<file path="src/design/blfc_pkg.sv">
// Shared types, codes and helper functions for the bootloader link framer/checker.
package blfc_pkg;

  // Input item kinds
  localparam logic [2:0] CMD_INFO    = 3'd0;
  localparam logic [2:0] CMD_SETADDR = 3'd1;
  localparam logic [2:0] CMD_READ    = 3'd2;
  localparam logic [2:0] CMD_SETBUF  = 3'd3;
  localparam logic [2:0] CMD_PAYLOAD = 3'd4;
  localparam logic [2:0] CMD_PROGRAM = 3'd5;
  localparam logic [2:0] CMD_RUN     = 3'd6;
  localparam logic [2:0] CMD_RXBYTE  = 3'd7;

  // Result kinds
  localparam logic [1:0] OUT_TX     = 2'd0;
  localparam logic [1:0] OUT_RXDATA = 2'd1;
  localparam logic [1:0] OUT_STATUS = 2'd2;

  // Status codes
  localparam logic [2:0] STS_NONE   = 3'd0;
  localparam logic [2:0] STS_OK     = 3'd1;
  localparam logic [2:0] STS_BADACK = 3'd2;
  localparam logic [2:0] STS_CRCERR = 3'd3;
  localparam logic [2:0] STS_UNEXP  = 3'd4;

  // Expected response modes
  localparam logic [1:0] EXP_NONE = 2'd0;
  localparam logic [1:0] EXP_INFO = 2'd1;
  localparam logic [1:0] EXP_READ = 2'd2;
  localparam logic [1:0] EXP_ACK  = 2'd3;

  // Protocol bytes
  localparam logic [7:0] BYTE_ACK = 8'h30;
  localparam logic [15:0] CRC_POLY = 16'hA001;

  // Classified item handed from front end to back end
  typedef struct packed {
    logic [2:0]  kind;
    logic [15:0] addr;
    logic [8:0]  len;      // normalized block length
    logic [7:0]  data;
    logic        last;
    logic [4:0]  ndata;    // command bytes before the CRC
    logic        has_crc;
  } desc_t;

  // CRC-16, reflected, one byte
  function automatic logic [15:0] crc_byte(input logic [15:0] c, input logic [7:0] b);
    logic [15:0] r;
    r = c;
    for (int i = 0; i < 8; i++) begin
      if (r[0] ^ b[i]) begin
        r = (r >> 1) ^ CRC_POLY;
      end else begin
        r = r >> 1;
      end
    end
    return r;
  endfunction

  // Command byte at position idx of a transmit run (before the CRC)
  function automatic logic [7:0] cmd_byte(input desc_t d, input logic [4:0] idx);
    logic [7:0] b;
    b = 8'h00;
    unique case (d.kind)
      CMD_INFO: begin
        if (idx == 5'd8) b = 8'h0D;
        else if (idx == 5'd9) b = 8'h42;
        else if (idx == 5'd16) b = 8'h7D;
      end
      CMD_SETADDR: begin
        if (idx == 5'd0) b = 8'hFF;
        else if (idx == 5'd2) b = d.addr[15:8];
        else if (idx == 5'd3) b = d.addr[7:0];
      end
      CMD_READ: begin
        if (idx == 5'd0) b = 8'h03;
        else b = d.len[7:0];
      end
      CMD_SETBUF: begin
        if (idx == 5'd0) b = 8'hFE;
        else if (idx == 5'd2) b = {7'd0, d.len[8]};
        else if (idx == 5'd3) b = d.len[7:0];
      end
      CMD_PAYLOAD: b = d.data;
      CMD_PROGRAM: begin
        if (idx == 5'd0) b = 8'h01;
      end
      CMD_RUN:    b = 8'h00;
      CMD_RXBYTE: b = d.data;
      default:    b = 8'h00;
    endcase
    return b;
  endfunction

endpackage

</file>
<file path="src/design/blfc_front.sv">
// Front end: accepts input items, normalizes lengths and classifies each command.
module blfc_front #(
  parameter int MAX_BLOCK = 256
) (
  input  logic                 in_valid_i,
  output logic                 in_ready_o,
  input  logic [2:0]           kind_i,
  input  logic [15:0]          addr_i,
  input  logic [8:0]           length_i,
  input  logic [7:0]           data_i,
  input  logic                 end_of_payload_i,
  input  logic                 full_i,
  output logic                 push_o,
  output blfc_pkg::desc_t      desc_o
);

  logic [8:0] len_raw;
  logic [8:0] len_norm;

  // Accept whenever the queue has room
  assign in_ready_o = !full_i;
  assign push_o     = in_valid_i && !full_i;

  // Length: mod 256, zero means 256, then clipped to the block limit
  assign len_raw  = (length_i[7:0] == 8'd0) ? 9'd256 : {1'b0, length_i[7:0]};
  assign len_norm = (len_raw > 9'(MAX_BLOCK)) ? 9'(MAX_BLOCK) : len_raw;

  // Classify: run length and CRC presence per command
  always_comb begin
    desc_o.kind    = kind_i;
    desc_o.addr    = addr_i;
    desc_o.len     = len_norm;
    desc_o.data    = data_i;
    desc_o.last    = end_of_payload_i;
    desc_o.ndata   = 5'd0;
    desc_o.has_crc = 1'b0;
    unique case (kind_i)
      blfc_pkg::CMD_INFO:    desc_o.ndata = 5'd17;
      blfc_pkg::CMD_SETADDR: begin
        desc_o.ndata   = 5'd4;
        desc_o.has_crc = 1'b1;
      end
      blfc_pkg::CMD_READ: begin
        desc_o.ndata   = 5'd2;
        desc_o.has_crc = 1'b1;
      end
      blfc_pkg::CMD_SETBUF: begin
        desc_o.ndata   = 5'd4;
        desc_o.has_crc = 1'b1;
      end
      blfc_pkg::CMD_PAYLOAD: begin
        desc_o.ndata   = 5'd1;
        desc_o.has_crc = end_of_payload_i;
      end
      blfc_pkg::CMD_PROGRAM: begin
        desc_o.ndata   = 5'd2;
        desc_o.has_crc = 1'b1;
      end
      blfc_pkg::CMD_RUN:    desc_o.ndata = 5'd4;
      blfc_pkg::CMD_RXBYTE: desc_o.ndata = 5'd0;
      default:              desc_o.ndata = 5'd0;
    endcase
  end

endmodule

</file>
<file path="src/design/blfc_fifo.sv">
// Two-entry item queue between front end and back end.
module blfc_fifo (
  input  logic            clk_i,
  input  logic            rst_ni,
  input  logic            push_i,
  input  blfc_pkg::desc_t desc_i,
  output logic            full_o,
  input  logic            pop_i,
  output logic            empty_o,
  output blfc_pkg::desc_t head_o
);

  blfc_pkg::desc_t mem_q [2];
  logic            wr_ptr_q, wr_ptr_d;
  logic            rd_ptr_q, rd_ptr_d;
  logic [1:0]      count_q, count_d;
  logic            do_push, do_pop;

  assign full_o  = (count_q == 2'd2);
  assign empty_o = (count_q == 2'd0);
  assign head_o  = mem_q[rd_ptr_q];
  assign do_push = push_i && !full_o;
  assign do_pop  = pop_i && !empty_o;

  // Pointer and fill bookkeeping
  always_comb begin
    wr_ptr_d = do_push ? ~wr_ptr_q : wr_ptr_q;
    rd_ptr_d = do_pop ? ~rd_ptr_q : rd_ptr_q;
    count_d  = count_q;
    if (do_push && !do_pop) count_d = count_q + 2'd1;
    else if (!do_push && do_pop) count_d = count_q - 2'd1;
  end

  always_ff @(posedge clk_i or negedge rst_ni) begin
    if (!rst_ni) begin
      wr_ptr_q <= 1'b0;
      rd_ptr_q <= 1'b0;
      count_q  <= 2'd0;
    end else begin
      wr_ptr_q <= wr_ptr_d;
      rd_ptr_q <= rd_ptr_d;
      count_q  <= count_d;
    end
  end

  // Entry storage
  always_ff @(posedge clk_i) begin
    if (do_push) begin
      mem_q[wr_ptr_q] <= desc_i;
    end
  end

endmodule

</file>
<file path="src/design/blfc_back.sv">
// Back end: sequences transmit runs, checks received bytes, drives the result register.
module blfc_back #(
  parameter int INFO_BYTES = 9
) (
  input  logic            clk_i,
  input  logic            rst_ni,
  input  logic            echo_discard_i,
  input  logic            empty_i,
  input  blfc_pkg::desc_t head_i,
  output logic            pop_o,
  output logic            out_valid_o,
  input  logic            out_ready_i,
  output logic [1:0]      out_kind_o,
  output logic [7:0]      out_byte_o,
  output logic [2:0]      status_o,
  output logic            run_end_o
);

  localparam logic ST_IDLE = 1'b0;
  localparam logic ST_BUSY = 1'b1;

  logic            st_q, st_d;
  blfc_pkg::desc_t cur_q, cur_d;
  logic [4:0]      idx_q, idx_d;
  logic [4:0]      total_q, total_d;
  logic [15:0]     run_crc_q, run_crc_d;
  logic            rx_fwd_q, rx_fwd_d;
  logic [2:0]      rx_stat_q, rx_stat_d;

  // Link state
  logic [15:0] tx_crc_q, tx_crc_d;
  logic [8:0]  echo_q, echo_d;
  logic [1:0]  expect_q, expect_d;
  logic [8:0]  rem_q, rem_d;
  logic [15:0] rx_crc_q, rx_crc_d;
  logic [7:0]  crc_lo_q, crc_lo_d;
  logic        failed_q, failed_d;

  // Result register
  logic        ovld_q, ovld_d;
  logic [1:0]  okind_q, okind_d;
  logic [7:0]  obyte_q, obyte_d;
  logic [2:0]  ostat_q, ostat_d;
  logic        oend_q, oend_d;

  logic        slot_free, fire, is_last;
  logic [7:0]  data_byte;
  logic [15:0] crc_in;
  logic [7:0]  crc_b;
  logic [15:0] crc_nx;
  logic [2:0]  stat_tmp;
  logic        fwd_tmp;

  assign slot_free = !ovld_q || out_ready_i;
  assign fire      = (st_q == ST_BUSY) && slot_free;
  assign is_last   = (idx_q == total_q - 5'd1);
  assign pop_o     = (st_q == ST_IDLE) && !empty_i;
  assign data_byte = blfc_pkg::cmd_byte(cur_q, idx_q);

  // Shared CRC unit: payload/rx update at start, run CRC while sending
  always_comb begin
    if (st_q == ST_IDLE) begin
      crc_in = (head_i.kind == blfc_pkg::CMD_RXBYTE) ? rx_crc_q : tx_crc_q;
      crc_b  = head_i.data;
    end else begin
      crc_in = run_crc_q;
      crc_b  = data_byte;
    end
  end
  assign crc_nx = blfc_pkg::crc_byte(crc_in, crc_b);

  always_comb begin
    st_d      = st_q;
    cur_d     = cur_q;
    idx_d     = idx_q;
    total_d   = total_q;
    run_crc_d = run_crc_q;
    rx_fwd_d  = rx_fwd_q;
    rx_stat_d = rx_stat_q;
    tx_crc_d  = tx_crc_q;
    echo_d    = echo_q;
    expect_d  = expect_q;
    rem_d     = rem_q;
    rx_crc_d  = rx_crc_q;
    crc_lo_d  = crc_lo_q;
    failed_d  = failed_q;
    ovld_d    = ovld_q && !out_ready_i;
    okind_d   = okind_q;
    obyte_d   = obyte_q;
    ostat_d   = ostat_q;
    oend_d    = oend_q;
    stat_tmp  = blfc_pkg::STS_NONE;
    fwd_tmp   = 1'b0;

    if (pop_o) begin
      // Start of an item: update expectation, set up the run
      cur_d     = head_i;
      idx_d     = 5'd0;
      run_crc_d = 16'd0;
      total_d   = head_i.ndata + (head_i.has_crc ? 5'd2 : 5'd0);
      unique case (head_i.kind)
        blfc_pkg::CMD_INFO: begin
          expect_d = blfc_pkg::EXP_INFO;
          rem_d    = 9'(INFO_BYTES);
        end
        blfc_pkg::CMD_SETADDR: expect_d = blfc_pkg::EXP_ACK;
        blfc_pkg::CMD_READ: begin
          expect_d = blfc_pkg::EXP_READ;
          rem_d    = head_i.len + 9'd3;
          rx_crc_d = 16'd0;
          failed_d = 1'b0;
        end
        blfc_pkg::CMD_SETBUF: begin
          expect_d = blfc_pkg::EXP_NONE;
          tx_crc_d = 16'd0;
        end
        blfc_pkg::CMD_PAYLOAD: begin
          run_crc_d = crc_nx;
          tx_crc_d  = head_i.last ? 16'd0 : crc_nx;
          expect_d  = head_i.last ? blfc_pkg::EXP_ACK : blfc_pkg::EXP_NONE;
        end
        blfc_pkg::CMD_PROGRAM: expect_d = blfc_pkg::EXP_ACK;
        blfc_pkg::CMD_RUN:     expect_d = blfc_pkg::EXP_NONE;
        blfc_pkg::CMD_RXBYTE: begin
          // Received byte: echo drop, then check against the expectation
          if (echo_discard_i && echo_q != 9'd0) begin
            echo_d = echo_q - 9'd1;
          end else begin
            unique case (expect_q)
              blfc_pkg::EXP_INFO: begin
                fwd_tmp = 1'b1;
                rem_d   = (rem_q != 9'd0) ? rem_q - 9'd1 : 9'd0;
                if (rem_q <= 9'd1) begin
                  stat_tmp = blfc_pkg::STS_OK;
                  expect_d = blfc_pkg::EXP_NONE;
                end
              end
              blfc_pkg::EXP_READ: begin
                if (rem_q > 9'd3) begin
                  fwd_tmp  = 1'b1;
                  rx_crc_d = crc_nx;
                  rem_d    = rem_q - 9'd1;
                end else if (rem_q == 9'd3) begin
                  crc_lo_d = head_i.data;
                  rem_d    = rem_q - 9'd1;
                end else if (rem_q == 9'd2) begin
                  failed_d = ({head_i.data, crc_lo_q} != rx_crc_q);
                  rem_d    = rem_q - 9'd1;
                end else begin
                  if (head_i.data != blfc_pkg::BYTE_ACK) stat_tmp = blfc_pkg::STS_BADACK;
                  else if (failed_q) stat_tmp = blfc_pkg::STS_CRCERR;
                  else stat_tmp = blfc_pkg::STS_OK;
                  rem_d    = 9'd0;
                  expect_d = blfc_pkg::EXP_NONE;
                end
              end
              blfc_pkg::EXP_ACK: begin
                stat_tmp = (head_i.data == blfc_pkg::BYTE_ACK) ? blfc_pkg::STS_OK
                                                               : blfc_pkg::STS_BADACK;
                expect_d = blfc_pkg::EXP_NONE;
              end
              default: stat_tmp = blfc_pkg::STS_UNEXP;
            endcase
          end
          total_d = {4'd0, fwd_tmp} + ((stat_tmp != blfc_pkg::STS_NONE) ? 5'd1 : 5'd0);
        end
        default: expect_d = expect_q;
      endcase
      rx_fwd_d  = fwd_tmp;
      rx_stat_d = stat_tmp;
      st_d      = (total_d != 5'd0) ? ST_BUSY : ST_IDLE;
    end else if (fire) begin
      // One result per cycle into the output register, while the register is free
      ovld_d = 1'b1;
      oend_d = is_last;
      if (cur_q.kind == blfc_pkg::CMD_RXBYTE) begin
        if (idx_q == 5'd0 && rx_fwd_q) begin
          okind_d = blfc_pkg::OUT_RXDATA;
          obyte_d = cur_q.data;
          ostat_d = blfc_pkg::STS_NONE;
        end else begin
          okind_d = blfc_pkg::OUT_STATUS;
          obyte_d = 8'd0;
          ostat_d = rx_stat_q;
        end
      end else begin
        okind_d = blfc_pkg::OUT_TX;
        ostat_d = blfc_pkg::STS_NONE;
        if (idx_q < cur_q.ndata) begin
          obyte_d = data_byte;
          if (cur_q.kind != blfc_pkg::CMD_PAYLOAD) run_crc_d = crc_nx;
        end else if (idx_q == cur_q.ndata) begin
          obyte_d = run_crc_q[7:0];
        end else begin
          obyte_d = run_crc_q[15:8];
        end
        if (echo_discard_i && echo_q != 9'd511) echo_d = echo_q + 9'd1;
      end
      idx_d = idx_q + 5'd1;
      if (is_last) st_d = ST_IDLE;
    end
  end

  always_ff @(posedge clk_i or negedge rst_ni) begin
    if (!rst_ni) begin
      st_q     <= ST_IDLE;
      idx_q    <= 5'd0;
      total_q  <= 5'd0;
      tx_crc_q <= 16'd0;
      echo_q   <= 9'd0;
      expect_q <= blfc_pkg::EXP_NONE;
      rem_q    <= 9'd0;
      rx_crc_q <= 16'd0;
      crc_lo_q <= 8'd0;
      failed_q <= 1'b0;
      ovld_q   <= 1'b0;
    end else begin
      st_q     <= st_d;
      idx_q    <= idx_d;
      total_q  <= total_d;
      tx_crc_q <= tx_crc_d;
      echo_q   <= echo_d;
      expect_q <= expect_d;
      rem_q    <= rem_d;
      rx_crc_q <= rx_crc_d;
      crc_lo_q <= crc_lo_d;
      failed_q <= failed_d;
      ovld_q   <= ovld_d;
    end
  end

  // Payload registers
  always_ff @(posedge clk_i) begin
    cur_q     <= cur_d;
    run_crc_q <= run_crc_d;
    rx_fwd_q  <= rx_fwd_d;
    rx_stat_q <= rx_stat_d;
    okind_q   <= okind_d;
    obyte_q   <= obyte_d;
    ostat_q   <= ostat_d;
    oend_q    <= oend_d;
  end

  assign out_valid_o = ovld_q;
  assign out_kind_o  = okind_q;
  assign out_byte_o  = obyte_q;
  assign status_o    = ostat_q;
  assign run_end_o   = oend_q;

endmodule

</file>
<file path="src/design/bootloader_link_framer_checker_top.sv">
// Top level of the bootloader link framer/checker: front end, item queue, back end.
// Turns command items into transmit byte runs (CRC-16 0xA001 appended where the
// protocol needs it) and checks received bytes against the pending response,
// dropping loopback echo while echo_discard is set. Input items are taken every
// cycle while the two-entry queue has room. The back end handles one item at a
// time: it picks the item up, then issues its results one after another, so a received
// byte yields up to two results, a payload byte one or three, the info probe 17. The result
// register frees each cycle the consumer takes its item. No clearing pass after reset.
module bootloader_link_framer_checker_top #(
  parameter int INFO_BYTES = 9,
  parameter int MAX_BLOCK  = 256
) (
  input  logic        clk_i,
  input  logic        rst_ni,
  input  logic        cfg_valid_i,
  output logic        cfg_ready_o,
  input  logic        cfg_data_i,
  input  logic        in_valid_i,
  output logic        in_ready_o,
  input  logic [2:0]  kind_i,
  input  logic [15:0] addr_i,
  input  logic [8:0]  length_i,
  input  logic [7:0]  data_i,
  input  logic        end_of_payload_i,
  output logic        out_valid_o,
  input  logic        out_ready_i,
  output logic [1:0]  out_kind_o,
  output logic [7:0]  out_byte_o,
  output logic [2:0]  status_o,
  output logic        run_end_o
);

  logic            echo_discard_q;
  logic            full, empty, push, pop;
  blfc_pkg::desc_t push_desc, head_desc;

  // Configuration register
  assign cfg_ready_o = 1'b1;
  always_ff @(posedge clk_i or negedge rst_ni) begin
    if (!rst_ni) begin
      echo_discard_q <= 1'b1;
    end else if (cfg_valid_i) begin
      echo_discard_q <= cfg_data_i;
    end
  end

  blfc_front #(
    .MAX_BLOCK (MAX_BLOCK)
  ) u_front (
    .in_valid_i       (in_valid_i),
    .in_ready_o       (in_ready_o),
    .kind_i           (kind_i),
    .addr_i           (addr_i),
    .length_i         (length_i),
    .data_i           (data_i),
    .end_of_payload_i (end_of_payload_i),
    .full_i           (full),
    .push_o           (push),
    .desc_o           (push_desc)
  );

  blfc_fifo u_fifo (
    .clk_i   (clk_i),
    .rst_ni  (rst_ni),
    .push_i  (push),
    .desc_i  (push_desc),
    .full_o  (full),
    .pop_i   (pop),
    .empty_o (empty),
    .head_o  (head_desc)
  );

  blfc_back #(
    .INFO_BYTES (INFO_BYTES)
  ) u_back (
    .clk_i          (clk_i),
    .rst_ni         (rst_ni),
    .echo_discard_i (echo_discard_q),
    .empty_i        (empty),
    .head_i         (head_desc),
    .pop_o          (pop),
    .out_valid_o    (out_valid_o),
    .out_ready_i    (out_ready_i),
    .out_kind_o     (out_kind_o),
    .out_byte_o     (out_byte_o),
    .status_o       (status_o),
    .run_end_o      (run_end_o)
  );

endmodule

</file>
<file path="config.mk">
export PLATFORM = sky130hd
export DESIGN_NAME = bootloader_link_framer_checker_top
export DESIGN_NICKNAME = d
export VERILOG_FILES = /design/src/design/blfc_pkg.sv /design/src/design/blfc_front.sv /design/src/design/blfc_fifo.sv /design/src/design/blfc_back.sv /design/src/design/bootloader_link_framer_checker_top.sv
export SDC_FILE = /design/constraint.sdc
export NUM_CORES = 1
export LEC_CHECK = 0
export BUFFER_PORTS_ARGS = -buffer_cell sky130_fd_sc_hd__buf_2
export CAP_MARGIN = 20
export CORE_MARGIN = 2
export CORE_UTILIZATION = 51
export CTS_CLUSTER_DIAMETER = 60
export DETAILED_ROUTE_END_ITERATION = 7
export PLACE_DENSITY = 0.68
export SLEW_MARGIN = 10
export SYNTH_ARGS = -nofsm -noshare
export SYNTH_HDL_FRONTEND = slang
export SYNTH_HIERARCHICAL = 1
export SYNTH_SLANG_ARGS = --single-unit
</file>
<file path="constraint.sdc">
create_clock -name clk_i -period 13.8 [get_ports clk_i]
set_clock_uncertainty 0.1 [all_clocks]
set_input_delay 4.14 -clock clk_i [delete_from_list [all_inputs] [get_ports clk_i]]
set_output_delay 4.14 -clock clk_i [all_outputs]
set_load 0.005 [all_outputs]
</file>
# Word-level counts from Yosys, hierarchy flattened
# Memory sizes are Yosys's and may differ from the RTL's.
# Index checks and enable logic that the tools add are counted.
dict set report totals {
  regBits 153
  ram_bits 86
  in_bits 43
  output_inout_bits 17
  elab_cells 276
  n_memories 1
}
# memory depth width read_ports rd_clocked_by_memory_dff wr line
set memory_table {}
lappend memory_table {u_fifo.mem_q 2 43 1 0 1 blfc_fifo.sv:13} ;# blfc_pkg::desc_t mem_q [2];
dict set report op_classes {
  add_sub_neg 10
  n_lt_le_gt_ge 4
  eq_ne 54
  n_mux 103
  bitwise_logic 23
  n_reduce_logical 54
}
# op n
set ops {}
lappend ops {{16-bit two-way mux} 20}
lappend ops {{9-bit two-way mux} 13}
lappend ops {{8-bit two-way mux} 12}
lappend ops {{16-bit case mux with 2 select lines} 2}
lappend ops {{8-bit case mux with 7 select lines} 1}
lappend ops {{3-bit == test (second input constant)} 12}
lappend ops {{9-bit case mux with 3 select lines} 1}
lappend ops {{5-bit case mux with 5 select lines} 1}
lappend ops {{2-bit two-way mux} 12}
lappend ops {{2-bit inverter with 3-bit output} 8}
lappend ops {{3-bit two-way mux} 7}
lappend ops {{7-bit two-way mux} 3}
lappend ops {{1-bit two-way mux} 20}
lappend ops {{5-bit two-way mux} 4}
lappend ops {{3-bit by 2-bit == test with 1-bit output (second input constant)} 6}
lappend ops {{9-bit by 2-bit == test with 1-bit output (second input constant)} 2}
lappend ops {{3-bit inequality test (second input constant)} 6}
lappend ops {{9-bit case mux with 2 select lines} 1}
lappend ops {{9-bit nonzero test} 2}
lappend ops {{9-bit by 1-bit subtractor with 9-bit output (second input constant)} 2}
lappend ops {{16-bit inequality test} 1}
lappend ops {{2-bit nonzero test} 8}
lappend ops {{2-bit inequality test (second input constant)} 7}
lappend ops {{7-bit AND reduction} 2}
lappend ops {{other kinds (46)} 95}

# Longest topological paths before layout
# Gate-level depths: netlist (run 1).
dict set report depth {
  word_depth 27
  ltp_mapped 14
  depth_no_buf 13
}

# Hierarchy
# Netlist (run 1), hierarchy kept.
# module instances cells_each area_per_inst_um2 seq_area_each_um2
set by_module_without_submodules {}
lappend by_module_without_submodules {blfc_back 1 832 8423.1 4078.9}
lappend by_module_without_submodules {blfc_fifo 1 153 3500.9 2682.6}
lappend by_module_without_submodules {blfc_front 1 52 339.1 0.0}
lappend by_module_without_submodules {bootloader_link_framer_checker_top 1 4 52.6 26.3}

# Worst setup path before layout (run 1)
# OpenSTA, ideal clock, no wires.
dict set report synth_timing {
  kind {input port to flip-flop}
  from {in in_valid_i}
  to {mem u_fifo/mem_q[0][0] (netlist name), enable pin}
  setup_time_ns 0.443
  arrival_time_ns 6.191
  required_ns 13.257
  slack_ns 7.066
  path_stages 3
  path_buffers 0
  path_cell_list {nor2b_1 -> nand2_1 -> nor2_1}
}
dict set report synth_via {
  elab_chain_len 4
}
# element line
set synth_rtl {}
lappend synth_rtl {{start, declared} bootloader_link_framer_checker_top.sv:18} ;# input logic in_valid_i,
lappend synth_rtl {{1-bit logical AND} blfc_front.sv:22} ;# assign push_o = in_valid_i && !full_i;
lappend synth_rtl {{1-bit logical AND} blfc_fifo.sv:22} ;# assign do_push = push_i && !full_o;
lappend synth_rtl {{1-bit two-way mux} blfc_fifo.sv:48} ;# if (do_push) begin
lappend synth_rtl {{1-bit two-way mux (not written as such)} blfc_fifo.sv:49} ;# mem_q[wr_ptr_q] <= desc_i;
lappend synth_rtl {{end, declared} blfc_fifo.sv:13}
# No other way between the ends.

# Worst setup path after layout (run 1)
dict set report layout_timing {
  from {in out_ready_i}
  to {reg u_back.echo_q[8]}
}
dict set report layout_via {
  elab_chain_len 4
}
# element line
set layout_rtl {}
lappend layout_rtl {{start, declared} bootloader_link_framer_checker_top.sv:26} ;# input logic out_ready_i,
lappend layout_rtl {{1-bit logical OR} blfc_back.sv:54} ;# assign slot_free = !ovld_q || out_ready_i;
lappend layout_rtl {{1-bit logical AND} blfc_back.sv:55} ;# assign fire = (st_q == ST_BUSY) && slot_free;
lappend layout_rtl {{2-bit nonzero test (no source line)} -}
lappend layout_rtl {{5-bit AND reduction (no source line)} -}
lappend layout_rtl {{end signal, assigned} blfc_back.sv:222} ;# echo_q <= echo_d;
lappend layout_rtl {{end, declared} blfc_back.sv:32} ;# logic [8:0] echo_q, echo_d;
# No other way between the ends.
# A chain may end at the register's enable or synchronous reset.

==> results of run 1 <==
## worst paths after layout
kind	from	slack [ps]	to
min reg2reg	u_back/tx_crc_q[12]	380	u_back/tx_crc_q[12]
min in group asynchronous	rst_ni	3280	u_back/total_q[2]
max reg2reg	u_fifo/rd_ptr_q	9080	u_back/run_crc_q[15]
max	out_ready_i	7800	u_back/echo_q[8]
max in group asynchronous	rst_ni	9460	u_back/tx_crc_q[4]
min	u_back/tx_crc_q[12]	380	u_back/tx_crc_q[12]
## stage by stage
step | hold slack (ps) | total power, mW | worst slack (ps) | instances
2_1_floorplan | 349.2 | 2.406 | 7066 | 1041
3_3_place_gp | 362.2 | 2.742 | 7246 | 1352
3_5_place_dp | 370.2 | 2.783 | 7206 | 1353
4_1_cts | 383.4 | 3.508 | 7789 | 1403
5_1_grt | 412.9 | 3.725 | 7562 | 1406
6_report | 380.2 | 3.503 | 7796 | 1406
## cell families after synthesis
kind of cell	after synthesis	share of synthesized area [%]
mux	78	8.097
xor+xnor	71	5.699
flops	239	55.12
simple gates	292	11.60
compound gates	211	10.94
buf+inv	117	5.273
fa+ha+maj	31	3.210
other cells	2	0.06098
## power breakdown
group          internal [mW]  total (mW)  switching (mW)
Sequential              1.08        1.23           0.153
Combinational          0.665        1.55           0.889
Clock                  0.420       0.717           0.296
## registers in the layout, summed over array words and instances (netlist names), 2 cells and up
register	cells
u_fifo/count_q	2
u_back/run_crc_q	16
u_back/total_q	5
u_back/status_o	3
u_back/cur_q	41
u_back/expect_q	2
u_back/crc_lo_q	8
u_back/rx_crc_q	16
u_back/idx_q	5
u_back/rx_stat_q	3
u_back/echo_q	9
u_fifo/mem_q	86
u_back/tx_crc_q	16
u_back/out_kind_o	2
u_back/out_byte_o	8
u_back/rem_q	9
## critical path, stage by stage
cell	delay, ps
buf_2	100
nand2b_1	210
and2_1	460
nand3_1	200
a41oi_1	60
o21ai_1	810
nor3_1	170
xor2_1	190
## per-layer routing
metal	vias to the layer above	track usage [%]
met1	3911	31.04
met5	-	0
li1	3792	-
met2	254	31.50
met4	0	6.198
met3	38	3.152
## area by class of cell
cell class | instances | area share [%]
clock buffers | 32 | 5.116
clock inverters | 18 | 1.438
inverters | 37 | 1.023
multi-input cells | 685 | 36.04
flip-flops and latches | 239 | 50.02
well taps | 319 | 2.941
repair buffers | 76 | 3.420
## placed cells by master (no fill, tap or decap), types with 8 or more instances in the layout
cell / netlist / layout
dfrtp_1: 77 / 76
nor3_1: 17 / 17
xor2_1: 24 / 24
nand2b_1: 12 / 12
o31ai_1: 15 / 15
nand4_1: 8 / 8
nand3b_1: 9 / 9
nor2_1: 64 / 63
nor4_1: 9 / 9
clkinv_2: 0 / 8
nor2b_1: 10 / 10
mux2_2: 12 / 12
o21ai_1: 8 / 8
mux2i_1: 25 / 25
mux2_4: 40 / 40
o21ai_0: 71 / 71
buf_2: 6 / 57
xnor2_1: 42 / 42
and3_1: 11 / 10
nand3_1: 16 / 16
a21oi_1: 44 / 44
inv_1: 36 / 36
edfxtp_1: 161 / 161
nand2_1: 107 / 107
ha_1: 30 / 30
buf_4: 31 / 16
clkbuf_16: 0 / 27
==> impl_metrics.toml, run 1 <==
[synth]
yosys-top-cells-area = "edfxtp_1, dfrtp_1, mux2_4"
ys_seq_area_share_pct = 55.12
synth.distinct_cells = 85
synthTopCellsByCount = "edfxtp_1, nand2_1, dfrtp_1, o21ai_0, nor2_1"
syn-cell-area_um2 = 12320
async_reset_ff_share_pct = 32.64
yosys.area.top_type = "edfxtp_1"
avgSynthCellArea_um2 = 11.83
synth_edf_count = 161
syn_inst = 1041
yosysMostFrequentCell = "edfxtp_1"
synth_nets = 1115
ys.warnings.count = 6
ys_seq_elements = 239
synth_ff_type = "edfxtp_1"
synth_top_cell_area_share_pct = 39.26

[routing]
route.vias.total = 7995
wire_per_inst_um = 18.89
viasPerCell = 5.686
wl_met2_um = 11810
drt_iter0_drc = 664
wl_met1_um = 12390
totalWireLength_um = 26560
drcViolationCount = 0
top_layer = "met4"
antenna_left = 0
drt-pass1-iter-count = 5
dr_wl_met3_um = 1612

[worst_hold_path]
min_path_cells = 2
hold_class = "reg -> reg"

[sta]
min_period_over_period_pct = 43.50
period_needed_ps = 6004
tns_ps = 0
setup_violations = 0
slew_headroom_pct = 31.11
worstMarginPinSlew_ps = 1026
rsz0062_at_grt = "false"
fmax_mhz = 166.6
final_hold_viol_count = 0
maxSlewViolCount = 0

[finish]
syn2layout_area_growth_pct = 10.21
fillers = 1952
multi_input_area_um2 = 4892
regArea_um2 = 6789
drive_gt1_share_pct = 17.94
finish.utilization_pct = 57.48
diodes = 0
layout.nets = 1140
design_area_um2 = 13570

[grt]
grt_max_degree = 78
antenna_found_initial = 0
grt_pass1_wl_um = 41950
grt_use_total_pct = 20.77
first_global_vias = 7672
grt-ovfl-total = 0

[floorplanning]
start_util_pct = 52.16
fp.dieW_um = 159.4
core_um2 = 23610
num_rows = 56
io_pins = 60
die_h_um = 159.4
dieArea_um2 = 25410

[cts]
ctsLongestPathBuffers = 3
cts.reportedPaths.clkPinSlew_ps = 60
ctsResizeCount = 0
htreeDepth = 1
cts.sinks = 239
cts_tree = "done"
cts_setup_buffers = 0
worstSkewPairLatency_ps = 560
cts_root_buffer = "clkbuf_16"
cts_hold_buffers = 0
cts_made_buffers = 27

[critical_path]
r2r_cells = 12
crit_type = "in -> reg"
critPathMaxFanout = 19
crit_path_end_kind = "flop"
crit_arrival_ps = 6330
required_ps = 14130
critPathLaunchType = "input port"

[pwr]
p_per_area_nw_per_um2 = 258.1
leakagePower_nw = 5.341
ir_drop_mv = 0.2079

[placement]
dpl_cell_area_um2 = 12630
gp_congestion = 0.8849
io_buffers = 57
place_hpwl_um = 17770

[status]
status = "completed"

[job]
cap_violations = 0
(Power assumes the default switching activity.)
==> run 2: changes to the inputs <==
--- a/config.mk
+++ b/config.mk
@@ -5,13 +5,14 @@
 export SDC_FILE = /design/constraint.sdc
 export NUM_CORES = 1
 export LEC_CHECK = 0
+export ABC_AREA = 1
 export BUFFER_PORTS_ARGS = -buffer_cell sky130_fd_sc_hd__buf_2
 export CAP_MARGIN = 20
 export CORE_MARGIN = 2
 export CORE_UTILIZATION = 51
 export CTS_CLUSTER_DIAMETER = 60
 export DETAILED_ROUTE_END_ITERATION = 7
-export PLACE_DENSITY = 0.68
+export PLACE_DENSITY = 0.71
 export SLEW_MARGIN = 10
 export SYNTH_ARGS = -nofsm -noshare
 export SYNTH_HDL_FRONTEND = slang
==> constraint.sdc (replaced) <==
create_clock -name clk_i -period 5.22 [get_ports clk_i]
set_clock_uncertainty 0.1 [all_clocks]
set_input_delay 1.566 -clock clk_i [delete_from_list [all_inputs] [get_ports clk_i]]
set_output_delay 1.566 -clock clk_i [all_outputs]
set_load 0.005 [all_outputs]
==> run 2 against run 1 <==
  * Cell count is 20% higher
  * Setup slack worse by 6400 ps
  * Synthesized cell count is 27% higher
  * Critical path type is now reg -> reg
  * Largest power group unchanged
==> impl_metrics.toml, run 2 <==
[status]
status = "completed"

[floorplanning]
core_um2 = 23610
die_h_um = 159.4
fp.dieW_um = 159.4
dieArea_um2 = 25390
io_pins = 60
start_util_pct = 52.13
num_rows = 56

[finish]
final_cell_mix = "nand2_1, edfxtp_1, inv_1"
layout.nets = 1428
top_register = "u_fifo/mem_q"
diodes = 0
drive_gt1_share_pct = 12.80
syn2layout_area_growth_pct = 10.10
reg_top3 = "u_fifo/mem_q (86), u_back/cur_q (41)"
final_common_cell = "nand2_1"
design_area_um2 = 13550
largest_reg_flops = 86

[sta]
period_needed_ps = 3815
rsz0062_at_grt = "false"
fmax_mhz = 262.1
setup_violations = 0
tns_ps = 0
slew_headroom_pct = 42.02
final_hold_viol_count = 0
worstMarginPinSlew_ps = 868.8
maxSlewViolCount = 0
min_period_over_period_pct = 73.09
holdWs_ps = 386.0

[placement]
gp_congestion = 0.8971
io_buffers = 57
dpl_cell_area_um2 = 12700
place_hpwl_um = 20370

[critical_path]
path_delay_family = "simple AND/OR/NAND/NOR gates"
r2r_cells = 24
critPathCapture = "u_back/run_crc_q[13]"
critical_path.slowest_cell = "dfrtp_1"
critPathMaxStageDelay_ps = 410
critPathMaxFanout = 28
r2r_slack_ps = 1400
cp_cell_sequence = "buf_4, nand2_1, nand2_1, nand2_1, nor2_2, buf_4, or2_1, o211ai_1, o21ai_1, nand3_1, nand2_2, nand2_1, nand3_2, nand2_2, nand2_1, nand3_2, nand2_4, nand2_2, nand3_4, nand2_4, nand2_2, nand3_1, nand2_1, nor2_2"
r2r-end = "u_back/run_crc_q[13]"
crit_arrival_ps = 4000
crit_type = "reg -> reg"
crit_path_end_kind = "flop"
rr_startpoint = "u_fifo/rd_ptr_q"
cp_num_buf_inv = 2
path_common_cell = "nand2_1"
required_ps = 5400
critPathLaunchType = "flop"
cp.depth = 24
setup.worst_path.start = "u_fifo/rd_ptr_q"

[job]
cap_violations = 0

[cts]
cts.sinks = 239
cts_hold_buffers = 0
worstSkewPairLatency_ps = 530
cts_tree = "done"
cts_root_buffer = "clkbuf_16"
ctsResizeCount = 0
cts_made_buffers = 27
cts_setup_buffers = 0
htreeDepth = 1
cts.reportedPaths.clkPinSlew_ps = 60
ctsLongestPathBuffers = 3

[worst_hold_path]
hold_class = "reg -> reg"

[synth]
yosys.area.top_type = "edfxtp_1"
ys_seq_area_share_pct = 55.14
async_reset_ff_share_pct = 32.64
synth.distinct_cells = 56
synth_edf_count = 161
avgSynthCellArea_um2 = 9.311
synth_ff_type = "edfxtp_1"
yosysMostFrequentCell = "nand2_1"
syn-cell-area_um2 = 12310
syn_inst = 1322
synthTopCellsByCount = "nand2_1, edfxtp_1, inv_1, nor2_1, o21ai_0"
yosys-top-cells-area = "edfxtp_1, dfrtp_1, nand2_1"
ys.warnings.count = 6
synth_nets = 1396
synth_top_cell_area_share_pct = 39.28
ys_seq_elements = 239

[grt]
first_global_vias = 8748
antenna_found_initial = 0
grt-ovfl-total = 0
grt_max_degree = 61
grt_pass1_wl_um = 45860
grt_use_total_pct = 22.63

[routing]
viasPerCell = 5.440
wire_per_inst_um = 16.92
drt-pass1-iter-count = 7
drt_iter0_drc = 888
totalWireLength_um = 28660
drcViolationCount = 0
antenna_left = 0
route.vias.total = 9215

[pwr]
finalPower_mw = 9.230
leakagePower_nw = 5.919
ir_drop_mv = 0.3628
p_per_area_nw_per_um2 = 681.0
## run 2: worst reg2reg max path: stages (launching register included)
cell and delay (ps):
dfrtp_1 410, buf_4 290, nand2_1 80, nand2_1 220, nand2_1 110, nor2_2 130
buf_4 330, or2_1 170, o211ai_1 80, o21ai_1 170, nand3_1 140, nand2_2 140
nand2_1 80, nand3_2 100, nand2_2 80, nand2_1 100, nand3_2 120, nand2_4 120
nand2_2 80, nand3_4 100, nand2_4 90, nand2_2 70, nand3_1 120, nand2_1 110
nor2_2 30
## run 2: cell type report
class                   instances  area [um2]
fillers                      2037       10060
flip-flops and latches        239        6788
multi-input cells             870        4576
clock buffers                  37       733.2
inverters                     144       543.0
repair buffers                 72       400.4
well taps                     319       399.1
clock inverters                13       113.9
## run 2: power breakdown
| part | switching [mW] | leakage, nW | internal [mW] |
|---|---|---|---|
| Clock | 0.745 | 0.401 | 1.04 |
| Sequential | 0.292 | 2.55 | 2.79 |
| Combinational | 2.97 | 2.97 | 1.40 |
## run 2: worst min-delay path by stage
stage | start | endpoint | cells after the start
global placement | u_back/tx_crc_q[15] | u_back/tx_crc_q[15] | 2
global route | u_back/failed_q | u_back/failed_q | 2
finish | u_back/tx_crc_q[0] | u_back/tx_crc_q[0] | 2
detailed placement | u_back/failed_q | u_back/failed_q | 2
floorplan | u_back/tx_crc_q[0] | u_back/tx_crc_q[0] | 2
CTS | u_back/tx_crc_q[1] | u_back/tx_crc_q[1] | 2
## run 2: metal layers
| layer | GRT usage, % | share of wire (%) | up-vias |
|---|---|---|---|
| li1 | - | - | 4463 |
| met1 | 32.25 | 45 | 4345 |
| met2 | 35.45 | 45 | 341 |
| met3 | 3.855 | 7.1 | 66 |
| met4 | 7.603 | 3.1 | 0 |
| met5 | 0 | 0 | - |
## run 2: cells by family after synthesis
group / Yosys count / share of synthesized area [%]
compound gates: 198 / 9.362
xor+xnor: 41 / 3.039
fa+ha+maj: 31 / 3.212
buf+inv: 213 / 7.786
flops: 239 / 55.14
mux: 2 / 0.1830
other cells: 2 / 0.06101
simple gates: 596 / 21.21
## run 2: through the flow
| step | utilization [%] | setup slack [ps] | cells |
|---|---|---|---|
| 2_1_floorplan | - | 383.9 | 1322 |
| 3_3_place_gp | 53.78 | 1552 | 1643 |
| 3_5_place_dp | 53.78 | 1447 | 1643 |
| 4_1_cts | 57.37 | 1428 | 1693 |
| 5_1_grt | 57.40 | 1027 | 1694 |
| 6_report | 57.40 | 1405 | 1694 |
==> run 3: changes to the inputs <==
==> constraint.sdc (replaced) <==
create_clock -name clk_i -period 3.17 [get_ports clk_i]
set_clock_uncertainty 0.1 [all_clocks]
set_input_delay 0.951 -clock clk_i [delete_from_list [all_inputs] [get_ports clk_i]]
set_output_delay 0.951 -clock clk_i [all_outputs]
set_load 0.005 [all_outputs]
==> run 3 against run 2 <==
  * Flip-flop and latch count stayed put
  * Sequential share of layout area is 4.1 points lower
  * Clock-buffer cell count is 5 lower
  * Utilization is 5.1 points higher
  * Highest routed layer unchanged
  * Die area stayed put
  * The run now ends with negative setup slack left
==> impl_metrics.toml, run 3 (same netlist as run 2, synthesis figures left out) <==
[status]
status = "finished with violations"
violations = "negative setup slack"

[grt]
grt_pass1_wl_um = 48260
grt_use_total_pct = 23.72
grt_max_degree = 54
first_global_vias = 9189
antenna_found_initial = 0
grt-ovfl-total = 0

[cts]
htreeDepth = 1
cts.reportedPaths.clkPinSlew_ps = 60
cts_root_buffer = "clkbuf_16"
ctsLongestPathBuffers = 3
worstSkewPairLatency_ps = 540
cts_made_buffers = 26
cts.sinks = 239
cts_tree = "done"

[placement]
dpl_cell_area_um2 = 13300
place_hpwl_um = 21440
dpl_worst_slack_ps = -192.4
io_buffers = 57
gp_congestion = 0.9210
dp.cells = 1716

[routing]
drcViolationCount = 0
antenna_left = 0
drt-pass1-iter-count = 5
route.vias.total = 9587
totalWireLength_um = 30300
viasPerCell = 5.389
drt_iter0_drc = 951
wire_per_inst_um = 17.03

[critical_path]
critPathMaxStageDelay_ps = 410
critPathLaunchType = "flop"
critical_path.slowest_cell = "dfrtp_1"
required_ps = 3350
critPathMaxFanout = 7
crit_path_end_kind = "flop"
crit_type = "reg -> reg"
crit_arrival_ps = 3520

[job]
cap_violations = 0

[sta]
maxSlewViolCount = 0
final.setup.worst_slack_ps = -161.7
rsz0062_at_grt = "true"
min_period_over_period_pct = 105.1
worstMarginPinSlew_ps = 692.1
fmax_mhz = 300.2
slew_headroom_pct = 53.86
final_hold_viol_count = 0
setup_violations = 18
period_needed_ps = 3332

[finish]
reg_top3 = "u_fifo/mem_q (86), u_back/cur_q (41)"
drive_gt1_share_pct = 22.40
diodes = 0
largest_reg_flops = 86
final_common_cell = "nand2_1"
final_cell_mix = "nand2_1, edfxtp_1, inv_1"
layout.nets = 1514
syn2layout_area_growth_pct = 19.83
fillers = 1941
design_area_um2 = 14750
instances_no_fill = 1779
finish.utilization_pct = 62.47
top_register = "u_fifo/mem_q"

[floorplanning]
die_h_um = 159.4
start_util_pct = 52.13
fp.dieW_um = 159.4
num_rows = 56
dieArea_um2 = 25390
core_um2 = 23610
io_pins = 60

[worst_hold_path]
hold_class = "in -> async"
-- run 3: final timing paths --
path,from,cells past startpoint,end,slack (ps)
worst min-delay path,rst_ni,1,u_back/rx_crc_q[10],300
max in group asynchronous,rst_ni,2,u_back/idx_q[0],2020
worst max register to register,u_back/idx_q[1],26,u_back/run_crc_q[0],-160
min in group clk_i,echo_discard_q,2,echo_discard_q,390
worst max-delay path,u_back/idx_q[1],26,u_back/run_crc_q[0],-160
worst min register to register,echo_discard_q,2,echo_discard_q,390
-- run 3: critical path, delay by kind of cell (launching register included) --
| kind | cells | cell delay (ps) |
|---|---|---|
| simple gates | 23 | 2140 |
| buf+inv | 2 | 200 |
| flops | 1 | 410 |
| fa+ha+maj | 1 | 230 |
-- run 3: metal layers --
metal | up-vias | share of wire [%] | GRT usage (%)
met5 | - | 0 | 0
met4 | 0 | 2.3 | 5.868
met3 | 53 | 7.1 | 3.777
met2 | 356 | 46 | 37.11
met1 | 4541 | 45 | 34.87
li1 | 4637 | - | -
-- run 3: through the flow --
stage                     hold slack [ps]  setup TNS (ps)
after floorplan                     341.4           -3580
after global placement              365.5          -923.4
after detailed placement            375.4           -2297
after CTS                           302.6          -406.5
after global routing                323.0           -6963
final                               303.3           -1929
-- run 3: area by class of cell --
cell class / instances / area (um2) / area share, %
Tap cell: 319 / 399.1 / 2.706
Sequential cell: 239 / 6789 / 46.03
Inverter: 144 / 563.0 / 3.817
Multi-Input combinational cell: 871 / 4984 / 33.79
Clock inverter: 16 / 209.0 / 1.417
Timing Repair Buffer: 158 / 1114 / 7.549
Clock buffer: 32 / 693.2 / 4.699
-- run 3: repair_timing --
action / 4_1_cts / 5_1_grt
buffers inserted: 7 / 9
hold endpoints to repair: 0 / 0
gates resized for setup: 56 / 50
endpoints found under the setup margin: 23 / 31
hold buffers: 0 / 0
pin swaps: 25 / 34
gates cloned: 1 / 0
Power of run 3 is not shown: default switching activity piles up to over one toggle a cycle in this logic, so the estimate is an artifact.
